## src/rtl/rtc_alarm_periodic_timer_top_macros.svh

```systemverilog
// Assertion macros for the RTC alarm / periodic timer block.
`ifndef RTC_ALARM_PERIODIC_TIMER_TOP_MACROS_SVH
`define RTC_ALARM_PERIODIC_TIMER_TOP_MACROS_SVH

`ifndef SYNTHESIS
`define RTCAPT_ASSERT_IMPL(label, clk, rst_n, ante, cons, msg) \
  label: assert property (@(posedge clk) disable iff (!rst_n) (ante) |-> (cons)) \
    else $error(msg);
`define RTCAPT_ASSERT_NEXT(label, clk, rst_n, ante, cons, msg) \
  label: assert property (@(posedge clk) disable iff (!rst_n) (ante) |=> (cons)) \
    else $error(msg);
`else
`define RTCAPT_ASSERT_IMPL(label, clk, rst_n, ante, cons, msg)
`define RTCAPT_ASSERT_NEXT(label, clk, rst_n, ante, cons, msg)
`endif

`endif

```

## src/rtl/rtcapt_pkg.sv

```systemverilog
// Types and constants shared by the RTC alarm / periodic timer modules.
package rtcapt_pkg;

  typedef enum logic [1:0] {
    KIND_RTC_TICK   = 2'd0,
    KIND_TIMER_TICK = 2'd1,
    KIND_REG_READ   = 2'd2,
    KIND_REG_WRITE  = 2'd3
  } kind_t;

  localparam logic [2:0] REG_COUNT_HI = 3'd0;
  localparam logic [2:0] REG_COUNT_LO = 3'd1;
  localparam logic [2:0] REG_ALARM_HI = 3'd2;
  localparam logic [2:0] REG_ALARM_LO = 3'd3;
  localparam logic [2:0] REG_CONTROL  = 3'd4;
  localparam logic [2:0] REG_PERIODIC = 3'd5;

  localparam logic [31:0] CTL_RESERVED  = 32'hFFFF_FF00;
  localparam logic [31:0] CTL_UNMODELED = 32'h0000_00E7;
  localparam int          CTL_CLEAR_BIT    = 3;
  localparam int          CTL_PERIODIC_BIT = 4;

  typedef struct packed {
    logic [1:0]  kind;
    logic [2:0]  reg_index;
    logic [31:0] write_data;
  } item_t;

  typedef struct packed {
    logic [31:0] read_data;
    logic        access_error;
    logic        rollover_irq;
    logic        alarm_irq;
    logic        periodic_irq;
  } result_t;

endpackage

```

## src/rtl/rtc_alarm_periodic_timer_top.sv

```systemverilog
// RTC alarm / periodic timer: input register, update logic, result register.
// Flow: an accepted item is held in the input register; its result is loaded
//   into the output register when stage 1 advances.
// Throughput: one item per cycle while the output is not stalled; the state update path is combinational.
// Reset: synchronous, active low; clears all timer state and the valid flags of both stages.
`include "rtc_alarm_periodic_timer_top_macros.svh"

module rtc_alarm_periodic_timer_top #(
  parameter int COUNTER_BITS = 40,
  parameter int PERIOD_BITS  = 16
) (
  input  logic        clk,
  input  logic        rst_n,
  input  logic        in_valid,
  output logic        in_stall,
  input  logic [1:0]  in_kind,
  input  logic [2:0]  in_reg_index,
  input  logic [31:0] in_write_data,
  output logic        out_valid,
  input  logic        out_stall,
  output logic [31:0] out_read_data,
  output logic        out_access_error,
  output logic        out_rollover_irq,
  output logic        out_alarm_irq,
  output logic        out_periodic_irq
);
  import rtcapt_pkg::*;

  logic    s1_valid_r;
  item_t   s1_item_r;
  logic    out_valid_r;
  result_t out_res_r;
  result_t res;
  logic    advance;
  logic    in_fire;

  // stage 1 moves on whenever the result register is empty or being drained
  assign advance  = s1_valid_r && (!out_valid_r || !out_stall);
  assign in_stall = s1_valid_r && !advance;
  assign in_fire  = in_valid && !in_stall;

  always_ff @(posedge clk) begin
    if (!rst_n) begin
      s1_valid_r <= 1'b0;
    end else if (in_fire) begin
      s1_valid_r <= 1'b1;
    end else if (advance) begin
      s1_valid_r <= 1'b0;
    end
  end

  always_ff @(posedge clk) begin
    if (in_fire) begin
      s1_item_r.kind       <= in_kind;
      s1_item_r.reg_index  <= in_reg_index;
      s1_item_r.write_data <= in_write_data;
    end
  end

  rtcapt_core #(
    .CNT_BITS (COUNTER_BITS),
    .PER_BITS (PERIOD_BITS)
  ) u_core (
    .clk   (clk),
    .rst_n (rst_n),
    .fire  (advance),
    .item  (s1_item_r),
    .res   (res)
  );

  always_ff @(posedge clk) begin
    if (!rst_n) begin
      out_valid_r <= 1'b0;
    end else if (advance) begin
      out_valid_r <= 1'b1;
    end else if (!out_stall) begin
      out_valid_r <= 1'b0;
    end
  end

  always_ff @(posedge clk) begin
    if (advance) out_res_r <= res;
  end

  assign out_valid        = out_valid_r;
  assign out_read_data    = out_res_r.read_data;
  assign out_access_error = out_res_r.access_error;
  assign out_rollover_irq = out_res_r.rollover_irq;
  assign out_alarm_irq    = out_res_r.alarm_irq;
  assign out_periodic_irq = out_res_r.periodic_irq;

  `RTCAPT_ASSERT_IMPL(a_err_only_access, clk, rst_n, advance && res.access_error, (s1_item_r.kind == KIND_REG_READ) || (s1_item_r.kind == KIND_REG_WRITE), "access error on a tick item")
  `RTCAPT_ASSERT_IMPL(a_rd_zero_nonread, clk, rst_n, advance && (s1_item_r.kind != KIND_REG_READ), res.read_data == '0, "read data nonzero on non-read item")
  `RTCAPT_ASSERT_IMPL(a_per_irq_timer, clk, rst_n, advance && res.periodic_irq, s1_item_r.kind == KIND_TIMER_TICK, "periodic irq without timer tick")
  `RTCAPT_ASSERT_NEXT(a_advance_fills_out, clk, rst_n, advance, out_valid_r, "result register not loaded")

endmodule

```

## src/rtl/rtcapt_core.sv

```systemverilog
// RTC state registers and the single-pass item update / result logic.
module rtcapt_core #(
  parameter int CNT_BITS = 40,
  parameter int PER_BITS = 16
) (
  input  logic             clk,
  input  logic             rst_n,
  input  logic             fire,
  input  rtcapt_pkg::item_t   item,
  output rtcapt_pkg::result_t res
);
  import rtcapt_pkg::*;

  localparam int HI_BITS = CNT_BITS - 32;

  logic [CNT_BITS-1:0] cnt_r, cnt_nxt;
  logic [CNT_BITS-1:0] alarm_r, alarm_nxt;
  logic                armed_r, armed_nxt;
  logic                alarm_done_r, alarm_done_nxt;
  logic                roll_done_r, roll_done_nxt;
  logic                clear_hold_r, clear_hold_nxt;
  logic                per_on_r, per_on_nxt;
  logic [PER_BITS-1:0] reload_r, reload_nxt;
  logic [PER_BITS-1:0] left_r, left_nxt;
  logic [7:0]          ctl_r, ctl_nxt;

  logic [PER_BITS-1:0] per_cnt;
  logic                clr_bit, per_bit;
  logic                ctl_bad;
  logic [31:0]         wd;

  assign wd      = item.write_data;
  assign clr_bit = wd[CTL_CLEAR_BIT];
  assign per_bit = wd[CTL_PERIODIC_BIT];
  assign ctl_bad = ((wd & CTL_RESERVED) != '0) || ((wd & CTL_UNMODELED) != '0);
  assign per_cnt = (per_on_r && (left_r < reload_r)) ? left_r : reload_r;

  always_comb begin
    cnt_nxt        = cnt_r;
    alarm_nxt      = alarm_r;
    armed_nxt      = armed_r;
    alarm_done_nxt = alarm_done_r;
    roll_done_nxt  = roll_done_r;
    clear_hold_nxt = clear_hold_r;
    per_on_nxt     = per_on_r;
    reload_nxt     = reload_r;
    left_nxt       = left_r;
    ctl_nxt        = ctl_r;
    res            = '0;

    case (kind_t'(item.kind))
      KIND_RTC_TICK: begin
        if (!clear_hold_r) cnt_nxt = cnt_r + 1'b1;
      end
      KIND_TIMER_TICK: begin
        if (per_on_r) begin
          if (left_r == '0) begin
            res.periodic_irq = 1'b1;
            left_nxt         = reload_r;
          end else begin
            left_nxt = left_r - 1'b1;
          end
        end
      end
      KIND_REG_READ: begin
        case (item.reg_index)
          REG_COUNT_HI: res.read_data = 32'(cnt_r[CNT_BITS-1:32]);
          REG_COUNT_LO: res.read_data = cnt_r[31:0];
          REG_ALARM_HI: res.read_data = 32'(alarm_r[CNT_BITS-1:32]);
          REG_ALARM_LO: res.read_data = alarm_r[31:0];
          REG_CONTROL:  res.read_data = 32'(ctl_r);
          REG_PERIODIC: res.read_data = {16'(per_cnt), 16'(reload_r)};
          default:      res.access_error = 1'b1;
        endcase
      end
      KIND_REG_WRITE: begin
        case (item.reg_index)
          REG_ALARM_HI: begin
            alarm_nxt[CNT_BITS-1:32] = wd[HI_BITS-1:0];
            armed_nxt                = 1'b1;
            alarm_done_nxt           = 1'b0;
          end
          REG_ALARM_LO: begin
            alarm_nxt[31:0] = wd;
            armed_nxt       = 1'b1;
            alarm_done_nxt  = 1'b0;
          end
          REG_CONTROL: begin
            if (ctl_bad) begin
              res.access_error = 1'b1;
            end else begin
              if (clr_bit) cnt_nxt = '0;
              // releasing the hold restarts the count and re-enables both irqs
              if (clear_hold_r && !clr_bit) begin
                cnt_nxt        = '0;
                alarm_done_nxt = 1'b0;
                roll_done_nxt  = 1'b0;
              end
              clear_hold_nxt = clr_bit;
              if (per_bit && !per_on_r) left_nxt = reload_r;
              per_on_nxt = per_bit;
              ctl_nxt    = wd[7:0];
            end
          end
          REG_PERIODIC: reload_nxt = wd[PER_BITS-1:0];
          default:      res.access_error = 1'b1;
        endcase
      end
      default: ;
    endcase

    // interrupt checks run on the post-update state
    if (!clear_hold_nxt) begin
      if (armed_nxt && !alarm_done_nxt && (roll_done_nxt || (cnt_nxt >= alarm_nxt))) begin
        alarm_done_nxt = 1'b1;
        res.alarm_irq  = 1'b1;
      end
      if (!roll_done_nxt && (&cnt_nxt)) begin
        roll_done_nxt    = 1'b1;
        res.rollover_irq = 1'b1;
      end
    end
  end

  always_ff @(posedge clk) begin
    if (!rst_n) begin
      cnt_r        <= '0;
      alarm_r      <= '0;
      armed_r      <= 1'b0;
      alarm_done_r <= 1'b0;
      roll_done_r  <= 1'b0;
      clear_hold_r <= 1'b0;
      per_on_r     <= 1'b0;
      reload_r     <= '0;
      left_r       <= '0;
      ctl_r        <= '0;
    end else if (fire) begin
      cnt_r        <= cnt_nxt;
      alarm_r      <= alarm_nxt;
      armed_r      <= armed_nxt;
      alarm_done_r <= alarm_done_nxt;
      roll_done_r  <= roll_done_nxt;
      clear_hold_r <= clear_hold_nxt;
      per_on_r     <= per_on_nxt;
      reload_r     <= reload_nxt;
      left_r       <= left_nxt;
      ctl_r        <= ctl_nxt;
    end
  end

endmodule

```

## config.mk

```make
export PLATFORM = sky130hd
export DESIGN_NAME = rtc_alarm_periodic_timer_top
export DESIGN_NICKNAME = d
export VERILOG_FILES = /design/src/rtl/rtcapt_pkg.sv /design/src/rtl/rtc_alarm_periodic_timer_top.sv /design/src/rtl/rtcapt_core.sv
export VERILOG_INCLUDE_DIRS = /design/src /design/src/rtl
export SDC_FILE = /design/constraint.sdc
export NUM_CORES = 1
export LEC_CHECK = 0
export BUFFER_PORTS_ARGS = -buffer_cell sky130_fd_sc_hd__buf_2
export CORE_ASPECT_RATIO = 1.1
export CORE_MARGIN = 8
export CORE_UTILIZATION = 30
export DETAILED_ROUTE_END_ITERATION = 12
export SLEW_MARGIN = 20
export SYNTH_ARGS = -nofsm -noshare
export SYNTH_HDL_FRONTEND = slang
export SYNTH_SLANG_ARGS = --single-unit
```

## constraint.sdc

```tcl
create_clock -name clk -period 5.5 [get_ports clk]
set_input_delay 0.825 -clock clk [delete_from_list [all_inputs] [get_ports clk]]
set_output_delay 0.825 -clock clk [all_outputs]
set_load 0.05 [all_outputs]
```

=== Word-level counts from Yosys, hierarchy flattened ===
Index checks and enable logic that the tools add are counted.

* Register bits after elaboration: 200
* Memories: 0
* Bits in read-only memories: 0
* Bits in writable memories: 0
* Output and inout bits: 38
* Latch bits: 0
* Logic and storage cells: 118

* Bitwise operators: 1
* Multipliers: 0
* Divide/modulo/power cells: 0
* Equality and inequality tests: 13
* Shift-type cells: 0
* Multiplexer cells: 45
* Add/subtract/negate cells: 2
* Magnitude comparators: 2
* Reductions and logical operators: 35

{| class="wikitable"
|+ Operator list
! operator !! number
|-
| $mux W40 || 6
|-
| $pmux W32 S6 || 1
|-
| $mux W16 || 6
|-
| $pmux W40 S2 || 1
|-
| $reduce_bool A32 Y1 || 2
|-
| $add A40 B1 Y40 const B || 1
|-
| $ge A40 B40 Y1 || 1
|-
| $reduce_and A40 Y1 || 1
|-
| $mux W32 || 1
|-
| $pmux W16 S2 || 1
|-
| $mux W1 || 25
|-
| $logic_not A16 Y1 || 1
|-
| $lt A16 B16 Y1 || 1
|-
| $sub A16 B1 Y16 const B || 1
|-
| $logic_and A1 B1 Y1 || 9
|-
| $logic_not A1 Y1 || 8
|-
| $mux W8 || 1
|-
| $eq A3 B2 Y1 const B || 2
|-
| $eq A3 B3 Y1 const B || 2
|-
| $ne A2 B1 Y1 const B || 3
|-
| $pmux W1 S2 || 3
|-
| $reduce_and A6 Y1 || 1
|-
| $reduce_or A6 Y1 || 1
|-
| $eq A2 B2 Y1 const B || 2
|-
| 13 further kinds || 17
|}

=== Longest topological paths before layout ===
Gate-level depths: netlist of the first run.

* Depth after elaboration: 11
* Gate-level depth with buffers: 19
* Gate-level depth less buffers: 16

=== Modules after synthesis ===
From an unflattened synthesis of the first run, not the netlist that was laid out.

* Cell total of the unflattened synthesis: 1,288
* Area total of the unflattened synthesis: 11,496.0 um2

{| class="wikitable"
|+ Modules (own cells, without submodules)
! module !! times used !! area each (um2) !! seq. area each (um2) !! cells each
|-
| rtcapt_core || 1 || 9,220.1 || 2,482.4 || 1,207
|-
| rtc_alarm_periodic_timer_top || 1 || 2,275.9 || 2,232.1 || 81
|}

=== Worst setup path after synthesis of the first run ===
Ideal clock, no wire load.

* Path kind: register to register
* From: reg s1_item_r[35] (netlist name)
* To: reg out_res_r (netlist bit out_alarm_irq) (data pin)
* Library setup time: 258 ps
* Path slack: 1,268 ps
* Arrival time: 3,974 ps
* Stages on the path, launching flop included: 19
* Cells stage by stage: edfxtp_1 inv_1 ha_1 clkbuf_1 nor3b_1 a31oi_1 clkbuf_1 clkbuf_1 nor2_1 nor2_1 ha_1 a21o_1 a21o_1 a21o_1 a221o_1 a2111oi_0 o211ai_1 a21oi_1 nor2b_1

* Longest elaborated chain between the ends: 6
* Elaborated cells between the ends (all ways): 14
* Those cells by class: order compare (1); eq/ne (1); mux (7); reduce/logical (5)

{| class="wikitable"
|+ RTL lines
! element !! line !! text
|-
| from (decl) || rtc_alarm_periodic_timer_top.sv:30 || <nowiki>item_t s1_item_r;</nowiki>
|-
| $eq A2 B2 Y1 / $logic_not A2 Y1 (equally long branches) || rtcapt_core.sv:51 || <nowiki>case (kind_t'(item.kind))</nowiki>
|-
| $pmux W40 S2 (*) || rtcapt_core.sv:51 ||
|-
| via u_core.cnt_nxt[9] || rtcapt_core.sv:16 || <nowiki>logic [CNT_BITS-1:0] cnt_r, cnt_nxt;</nowiki>
|-
| $ge A40 B40 Y1 (*) || rtcapt_core.sv:114 || <nowiki>if (armed_nxt && !alarm_done_nxt && (roll_done_nxt || (cnt_nxt >= alarm_nxt))) begin</nowiki>
|-
| $logic_or A1 B1 Y1 (*) || rtcapt_core.sv:114 ||
|-
| $logic_and A1 B1 Y1 (*) || rtcapt_core.sv:114 ||
|-
| $mux W1 (*) || rtcapt_core.sv:114 ||
|-
| to (signal assigned) || rtc_alarm_periodic_timer_top.sv:82 || <nowiki>if (advance) out_res_r <= res;</nowiki>
|-
| to (decl) || rtc_alarm_periodic_timer_top.sv:32 || <nowiki>result_t out_res_r;</nowiki>
|}

The timed path passes the listed nets; every way through them passes the cells marked *.
A chain may end at the register's enable or synchronous reset.

=== Worst setup path after layout of the first run ===
* From: reg s1_item_r[2] (netlist name)
* To: reg out_res_r (netlist bit out_alarm_irq) (data pin)

* Longest elaborated chain between the ends: 9
* Elaborated cells between the ends (all ways): 23
* Those cells by class: order compare (1); mux (16); reduce/logical (6)

{| class="wikitable"
|+ RTL lines
! element !! line !! text
|-
| $reduce_bool A32 Y1 || rtcapt_core.sv:35 || <nowiki>assign ctl_bad = ((wd & CTL_RESERVED) != '0) || ((wd & CTL_UNMODELED) != '0);</nowiki>
|-
| $logic_or A1 B1 Y1 || rtcapt_core.sv:35 ||
|-
| $mux W40 || rtcapt_core.sv:89 || <nowiki>if (ctl_bad) begin</nowiki>
|-
| $mux W40 || rtcapt_core.sv:77 || <nowiki>case (item.reg_index)</nowiki>
|-
| $pmux W40 S2 || rtcapt_core.sv:51 ||
|-
| via u_core.cnt_nxt[10] || rtcapt_core.sv:16 ||
|-
| $ge A40 B40 Y1 || rtcapt_core.sv:114 ||
|-
| $logic_or A1 B1 Y1 || rtcapt_core.sv:114 ||
|-
| $logic_and A1 B1 Y1 || rtcapt_core.sv:114 ||
|-
| $mux W1 || rtcapt_core.sv:114 ||
|}

The timed path passes the listed nets, and every way through them passes these cells.

==> results_dict.tcl, run 1 <==
set metrics [dict create \
    share_of_yosys_cell_area_claimed_by_the_top_area_cell_type_pct 20.73 \
    fill_cells 4152 \
    setup.worst_path.class "reg -> reg" \
    fin_skew_ps 14.74 \
    power_per_cell_area_mw_per_mm2 254.8 \
    worst_ir_drop_vdd_mv 0.1685 \
    worstPathRequired_ps 5720 \
    cellLeakagePower_uw 0.005171 \
    report.power.total_uw 3467 \
    crit-reg2reg-launch "s1_item_r[2]" \
    floorplan.initialDensity_pct 30.36 \
    cts_sinks 199 \
    first_pass_grt_wire_length_um 66160 \
    die_y_um 227.2 \
    count_of_input_and_output_buffers 78 \
    run_status "completed" \
    antenna-diode-count 0 \
    drt_pre_antenna_iters 5 \
    timing.final.crit_share_pct 92.44 \
    post-route-drc-count 0 \
    critical_path_startpoint_category "flop" \
    cts_resized 0 \
    tns_ps 0 \
    dieArea_sq_mm 0.04727 \
    final_cells 1957 \
    yosysMostFrequentCell "nor2_1" \
    layout.nets 1534 \
    detail-route-antenna-nets 0 \
    synth-seq-area-share_pct 38.75 \
    max_slew.worst_pin.slew_ps 968.6 \
    synthToLayoutAreaGrowth_pct 11.83 \
    design.portCount 79 \
    dieWidth_um 208.0 \
    hold_viol_final 0 \
    ys_top_cells_by_area "dfxtp_1 (21%), edfxtp_1 (18%), ha_1 (6.4%), nor2_1 (5.2%), mux2i_1 (4.9%)" \
    core_area_sq_mm 0.04008 \
    drt-total-wl_um 42960 \
    max_freq_mhz 196.7 \
    first_global_vias 10920 \
    overflow 0 \
    grt_antenna_before_repair 0 \
    setup_viol 0 \
    worst_hold_startpoint "u_core.ctl_r[3]" \
    initialDrtViolationCount 935 \
    worst_setup_path_end_kind "flop" \
    yosys.area.top_type "dfxtp_1" \
    gp_congestion 0.9097 \
    worst_skew_pair.late_latency_ps 460 \
    post_synth_most_frequent_cells "nor2_1 (170), nand2_1 (158), dfxtp_1 (126)" \
    post-cts-setup-buffer-count 0 \
    core.rowCount 77 \
    cts.clk_slew.worst_paths_ps 80 \
    syn-num-nets 1521 \
    routed_wire_length_per_instance_um 21.95 \
    via_per_inst 5.731 \
    maxSlewHeadroom_pct 33.76 \
    worstHoldPathType "reg -> reg" \
    grt_setup_unrepaired "no" \
    via_count 11220 \
    postLayoutCoreUtil_pct 33.95 \
    h_tree_lvls 4 \
    arrival_ps 5300 \
    final_layout_size_suffix_gt1_share_pct 13.16 \
    place.detailed.hpwl_um 31750 \
    number_of_flops_mapped_to_enable_cells_by_yosys 73 \
    mapped_avg_cell_area_sq_um 8.581 \
    synth_area_sq_mm 0.01217 \
    syn_inst 1418 \
    cts_tree "built" \
    post-place-cells 1924 \
    hold_buffers 0 \
    grt_start_max_net_pins 145 \
    final.min_clock_period_ps 5084 \
    synth_cell_types 79 \
    cp_max_fo 5 \
    worst_setup_path_startpoint "s1_item_r[2]" \
    synth_warnings 0 \
    groute.usage.overall_pct 17.81 \
    final-max-slew-violation-count 0 \
    postSynth.asyncResetShare_pct 0 \
    number_of_buffers_inserted_during_clock_tree_synthesis 17 \
    ys_dominant_reg_cell "dfxtp_1" \
    clock_tree.buffer_depth 2 \
    yosys_register_bits 199 \
    clock-root-buffer "clkbuf_16" \
    max-cap-violations 0 \
]
[critical path, cell delays in order, from the launching register on]
cell and delay, ps:
edfxtp_1 450, nor4_1 680, nand4_1 350, o31ai_1 580, a31oi_1 320, ha_1 370
a21o_1 160, a21o_1 170, a221o_1 350, a2111oi_0 880, o211ai_1 250, a21oi_1 220
nor2b_1 60
[placed cells by master, fill, tap and decap left out, types with 17 or more instances in the layout]
cell and n:
a211oi_1 50, edfxtp_1 73, nand2_1 157, inv_1 34
a31oi_1 19, a21oi_1 90, nor3_1 40, mux2_2 25
buf_4 25, o211ai_1 20, nor2_1 170, clkbuf_16 17
and3_1 26, o21ai_0 51, nand3_1 27, o2111ai_1 17
buf_2 78, ha_1 62, nor4_1 22, mux2i_1 60
a21o_1 31, nand4_1 29, dfxtp_1 126
[state kept, by name, indices dropped and copies added, names as in the netlist]
| name | flops |
|---|---|
| u_core.armed_r | 1 |
| u_core.alarm_r | 40 |
| u_core.roll_done_r | 1 |
| out_read_data | 32 |
| u_core.cnt_r | 40 |
| u_core.left_r | 16 |
| u_core.ctl_r | 8 |
| s1_item_r | 37 |
| u_core.reload_r | 16 |
| out_access_error | 1 |
| s1_valid_r | 1 |
| out_periodic_irq | 1 |
| out_rollover_irq | 1 |
| out_alarm_irq | 1 |
| u_core.alarm_done_r | 1 |
| out_valid | 1 |
| u_core.clear_hold_r | 1 |
[power by group]
group	switching (uW)	total, uW	internal [uW]
Clock	619	1300	685
Sequential	74.4	1670	1590
Combinational	334	498	163
Total	1030	3470	2440
[cell families after synthesis]
family / share of synthesized area [%]
compound gates: 20.78
buf+inv: 4.761
fa+ha+maj: 6.375
flops: 38.75
simple gates: 21.94
xor+xnor: 0.1440
mux: 7.249
[final cells by class]
class | count | area [sq um] | share of cell area [%]
multi-input combinational | 1072 | 6902 | 50.72
sequential | 199 | 4715 | 34.65
tap | 513 | 641.9 | 4.717
timing repair buffer | 105 | 613.1 | 4.506
clock buffer | 18 | 429.2 | 3.154
clock inverter | 14 | 167.7 | 1.232
inverter | 36 | 138.9 | 1.021
[path summary, 6_finish.rpt]
path | end | slack, ps | cells past startpoint
worst max register to register | out_alarm_irq | 420 | 12
worst min-delay path | u_core.ctl_r[3] | 470 | 2
worst min register to register | u_core.ctl_r[3] | 470 | 2
worst max-delay path | out_alarm_irq | 420 | 12
[stage by stage]
| step | worst slack (ps) | cell area [sq um] | hold slack (ps) |
|---|---|---|---|
| detailed placement | 543.6 | 13000 | 452.1 |
| CTS | 537.2 | 13590 | 462.7 |
| global placement | 689.0 | 13000 | 441.0 |
| floorplan | 1268 | 12170 | 433.8 |
| global route | 233.5 | 13610 | 489.4 |
| finish | 415.8 | 13610 | 468.3 |
[per-layer routing]
metal	global-route usage, %	share of wire [%]	vias up
li1	-	-	5310
met1	22.39	44	5478
met2	30.82	49	366
met3	2.823	5.0	62
met4	6.230	2.8	0
met5	0	0	-
Power figures use the tool's default switching activity.
==> run 2, diff against run 1 <==
Settings changed: CORE_UTILIZATION 30 to 62, PLACE_DENSITY set to 0.86.
==> run 2 against run 1 <==
- via count increased by 5.1%
- critical endpoint unchanged
- clock power about the same
- global-route usage increased by 15 points
- die area is 48% lower
- combinational power is essentially flat
- largest power group unchanged
- cell count shrank 14%
- sequential power barely moved
==> results_dict.tcl, run 2 (same netlist as run 1, synthesis figures left out) <==
set metrics [dict create \
    final.min_clock_period_ps 4640 \
    grt_start_max_net_pins 97 \
    h_tree_lvls 4 \
    cts_resized 0 \
    core_area_sq_mm 0.01916 \
    dieArea_sq_mm 0.02437 \
    post-route-drc-count 0 \
    cts_sinks 199 \
    design.portCount 79 \
    first_global_vias 10980 \
    final_layout_size_suffix_gt1_share_pct 12.77 \
    worst_skew_pair.late_latency_ps 450 \
    grt_antenna_before_repair 0 \
    tns_ps 0 \
    hold_viol_final 0 \
    number_of_buffers_inserted_during_clock_tree_synthesis 17 \
    maxUsedRoutingLayer "met4" \
    core.rowCount 53 \
    layout.cells.most_common "nor2_1" \
    critical_path_startpoint_category "flop" \
    timing.hold.worst_path_depth 2 \
    worst_ir_drop_vdd_mv 0.2197 \
    top_regs "u_core.alarm_r: 40 flops, u_core.cnt_r: 40 flops, s1_item_r: 37 flops" \
    most-common-layout-cells "nor2_1 (170), nand2_1 (158), dfxtp_1 (126)" \
    cellLeakagePower_uw 0.005167 \
    run_status "completed" \
    detail-route-antenna-nets 0 \
    synthToLayoutAreaGrowth_pct 8.895 \
    power_per_cell_area_mw_per_mm2 261.3 \
    final-max-slew-violation-count 0 \
    setup_viol 0 \
    arrival_ps 4840 \
    worst_setup_path_end_kind "flop" \
    via_count 11790 \
    gp_congestion 0.9860 \
    report.power.total_uw 3462 \
    maxSlewHeadroom_pct 28.95 \
    worstHoldPathType "reg -> reg" \
    layout.nets 1531 \
    antenna-diode-count 0 \
    dieWidth_um 149.6 \
    max-cap-violations 0 \
    hold_buffers 0 \
    setup.worst_path.class "reg -> reg" \
    cts_tree "built" \
    clock-root-buffer "clkbuf_16" \
    cts.clk_slew.worst_paths_ps 80 \
    place.detailed.hpwl_um 29350 \
    timing.reg2reg.worst_path_depth 12 \
    count_of_input_and_output_buffers 78 \
    met2_wirelength_um 19110 \
    grt_setup_unrepaired "no" \
    floorplan.initialDensity_pct 63.49 \
    clock_tree.buffer_depth 2 \
    drt_pre_antenna_iters 6 \
    max_freq_mhz 215.5 \
    timing.final.crit_share_pct 84.37 \
    fin_skew_ps 11.41 \
    initialDrtViolationCount 1319 \
    drt-total-wl_um 40850 \
    routed_wire_length_per_instance_um 24.20 \
    via_per_inst 6.986 \
    route.layer.met1.wl_um 15770 \
    worstPathRequired_ps 5700 \
    post-cts-setup-buffer-count 0 \
    groute.usage.overall_pct 32.96 \
    cp_max_fo 5 \
    overflow 0 \
    fill_cells 1498 \
    first_pass_grt_wire_length_um 62510 \
    max_slew.worst_pin.slew_ps 1066 \
    met3_length_um 4058 \
    die_y_um 162.9 \
]
## run 2: final timing paths
kind                        start              end  slack, ps
hold / removal    u_core.ctl_r[3]  u_core.ctl_r[3]        460
hold reg to reg   u_core.ctl_r[3]  u_core.ctl_r[3]        460
setup / recovery     s1_item_r[2]    out_alarm_irq        860
setup reg to reg     s1_item_r[2]    out_alarm_irq        860
## run 2: through the flow
step	setup slack [ps]	instances	cell area (sq um)	util, %	hold slack, ps
2_1_floorplan	1268	1418	12170	-	433.8
3_3_place_gp	1112	1655	12640	65.94	440.3
3_5_place_dp	871.9	1655	12640	65.94	450.4
4_1_cts	864.9	1687	13230	69.03	460.8
5_1_grt	533.6	1688	13250	69.14	473.4
6_report	859.8	1688	13250	69.14	462.6
## run 2: routing by layer
layer	track usage (%)	vias to the layer above
met1	41.62	5569
met4	15.57	0
met3	5.725	156
met2	53.71	765
met5	0	-
li1	-	5302
## run 2: where the power goes
part / leakage [uW] / total (uW) / switching, uW / internal [uW]
Sequential: 0.00172 / 1670 / 76.4 / 1590
Clock: 0.000291 / 1300 / 614 / 684
Combinational: 0.00315 / 497 / 332 / 165
## run 2: worst max-delay path, cell delays in order, from the launching register on
cell	delay [ps]
edfxtp_1	520
nor4_1	640
nand4_1	320
o31ai_1	600
a31oi_1	290
ha_1	360
a21o_1	160
a21o_1	170
a221o_1	330
a2111oi_0	440
o211ai_1	250
a21oi_1	250
nor2b_1	70
## run 2: final cells by class
cell class / count / area (sq um) / share of cell area, %
Multi-Input combinational cell: 1072 / 6899 / 52.07
Sequential cell: 199 / 4715 / 35.58
Timing Repair Buffer: 102 / 595.6 / 4.495
Clock buffer: 18 / 429.2 / 3.239
Tap cell: 247 / 309.0 / 2.332
Clock inverter: 14 / 163.9 / 1.237
Inverter: 36 / 138.9 / 1.048
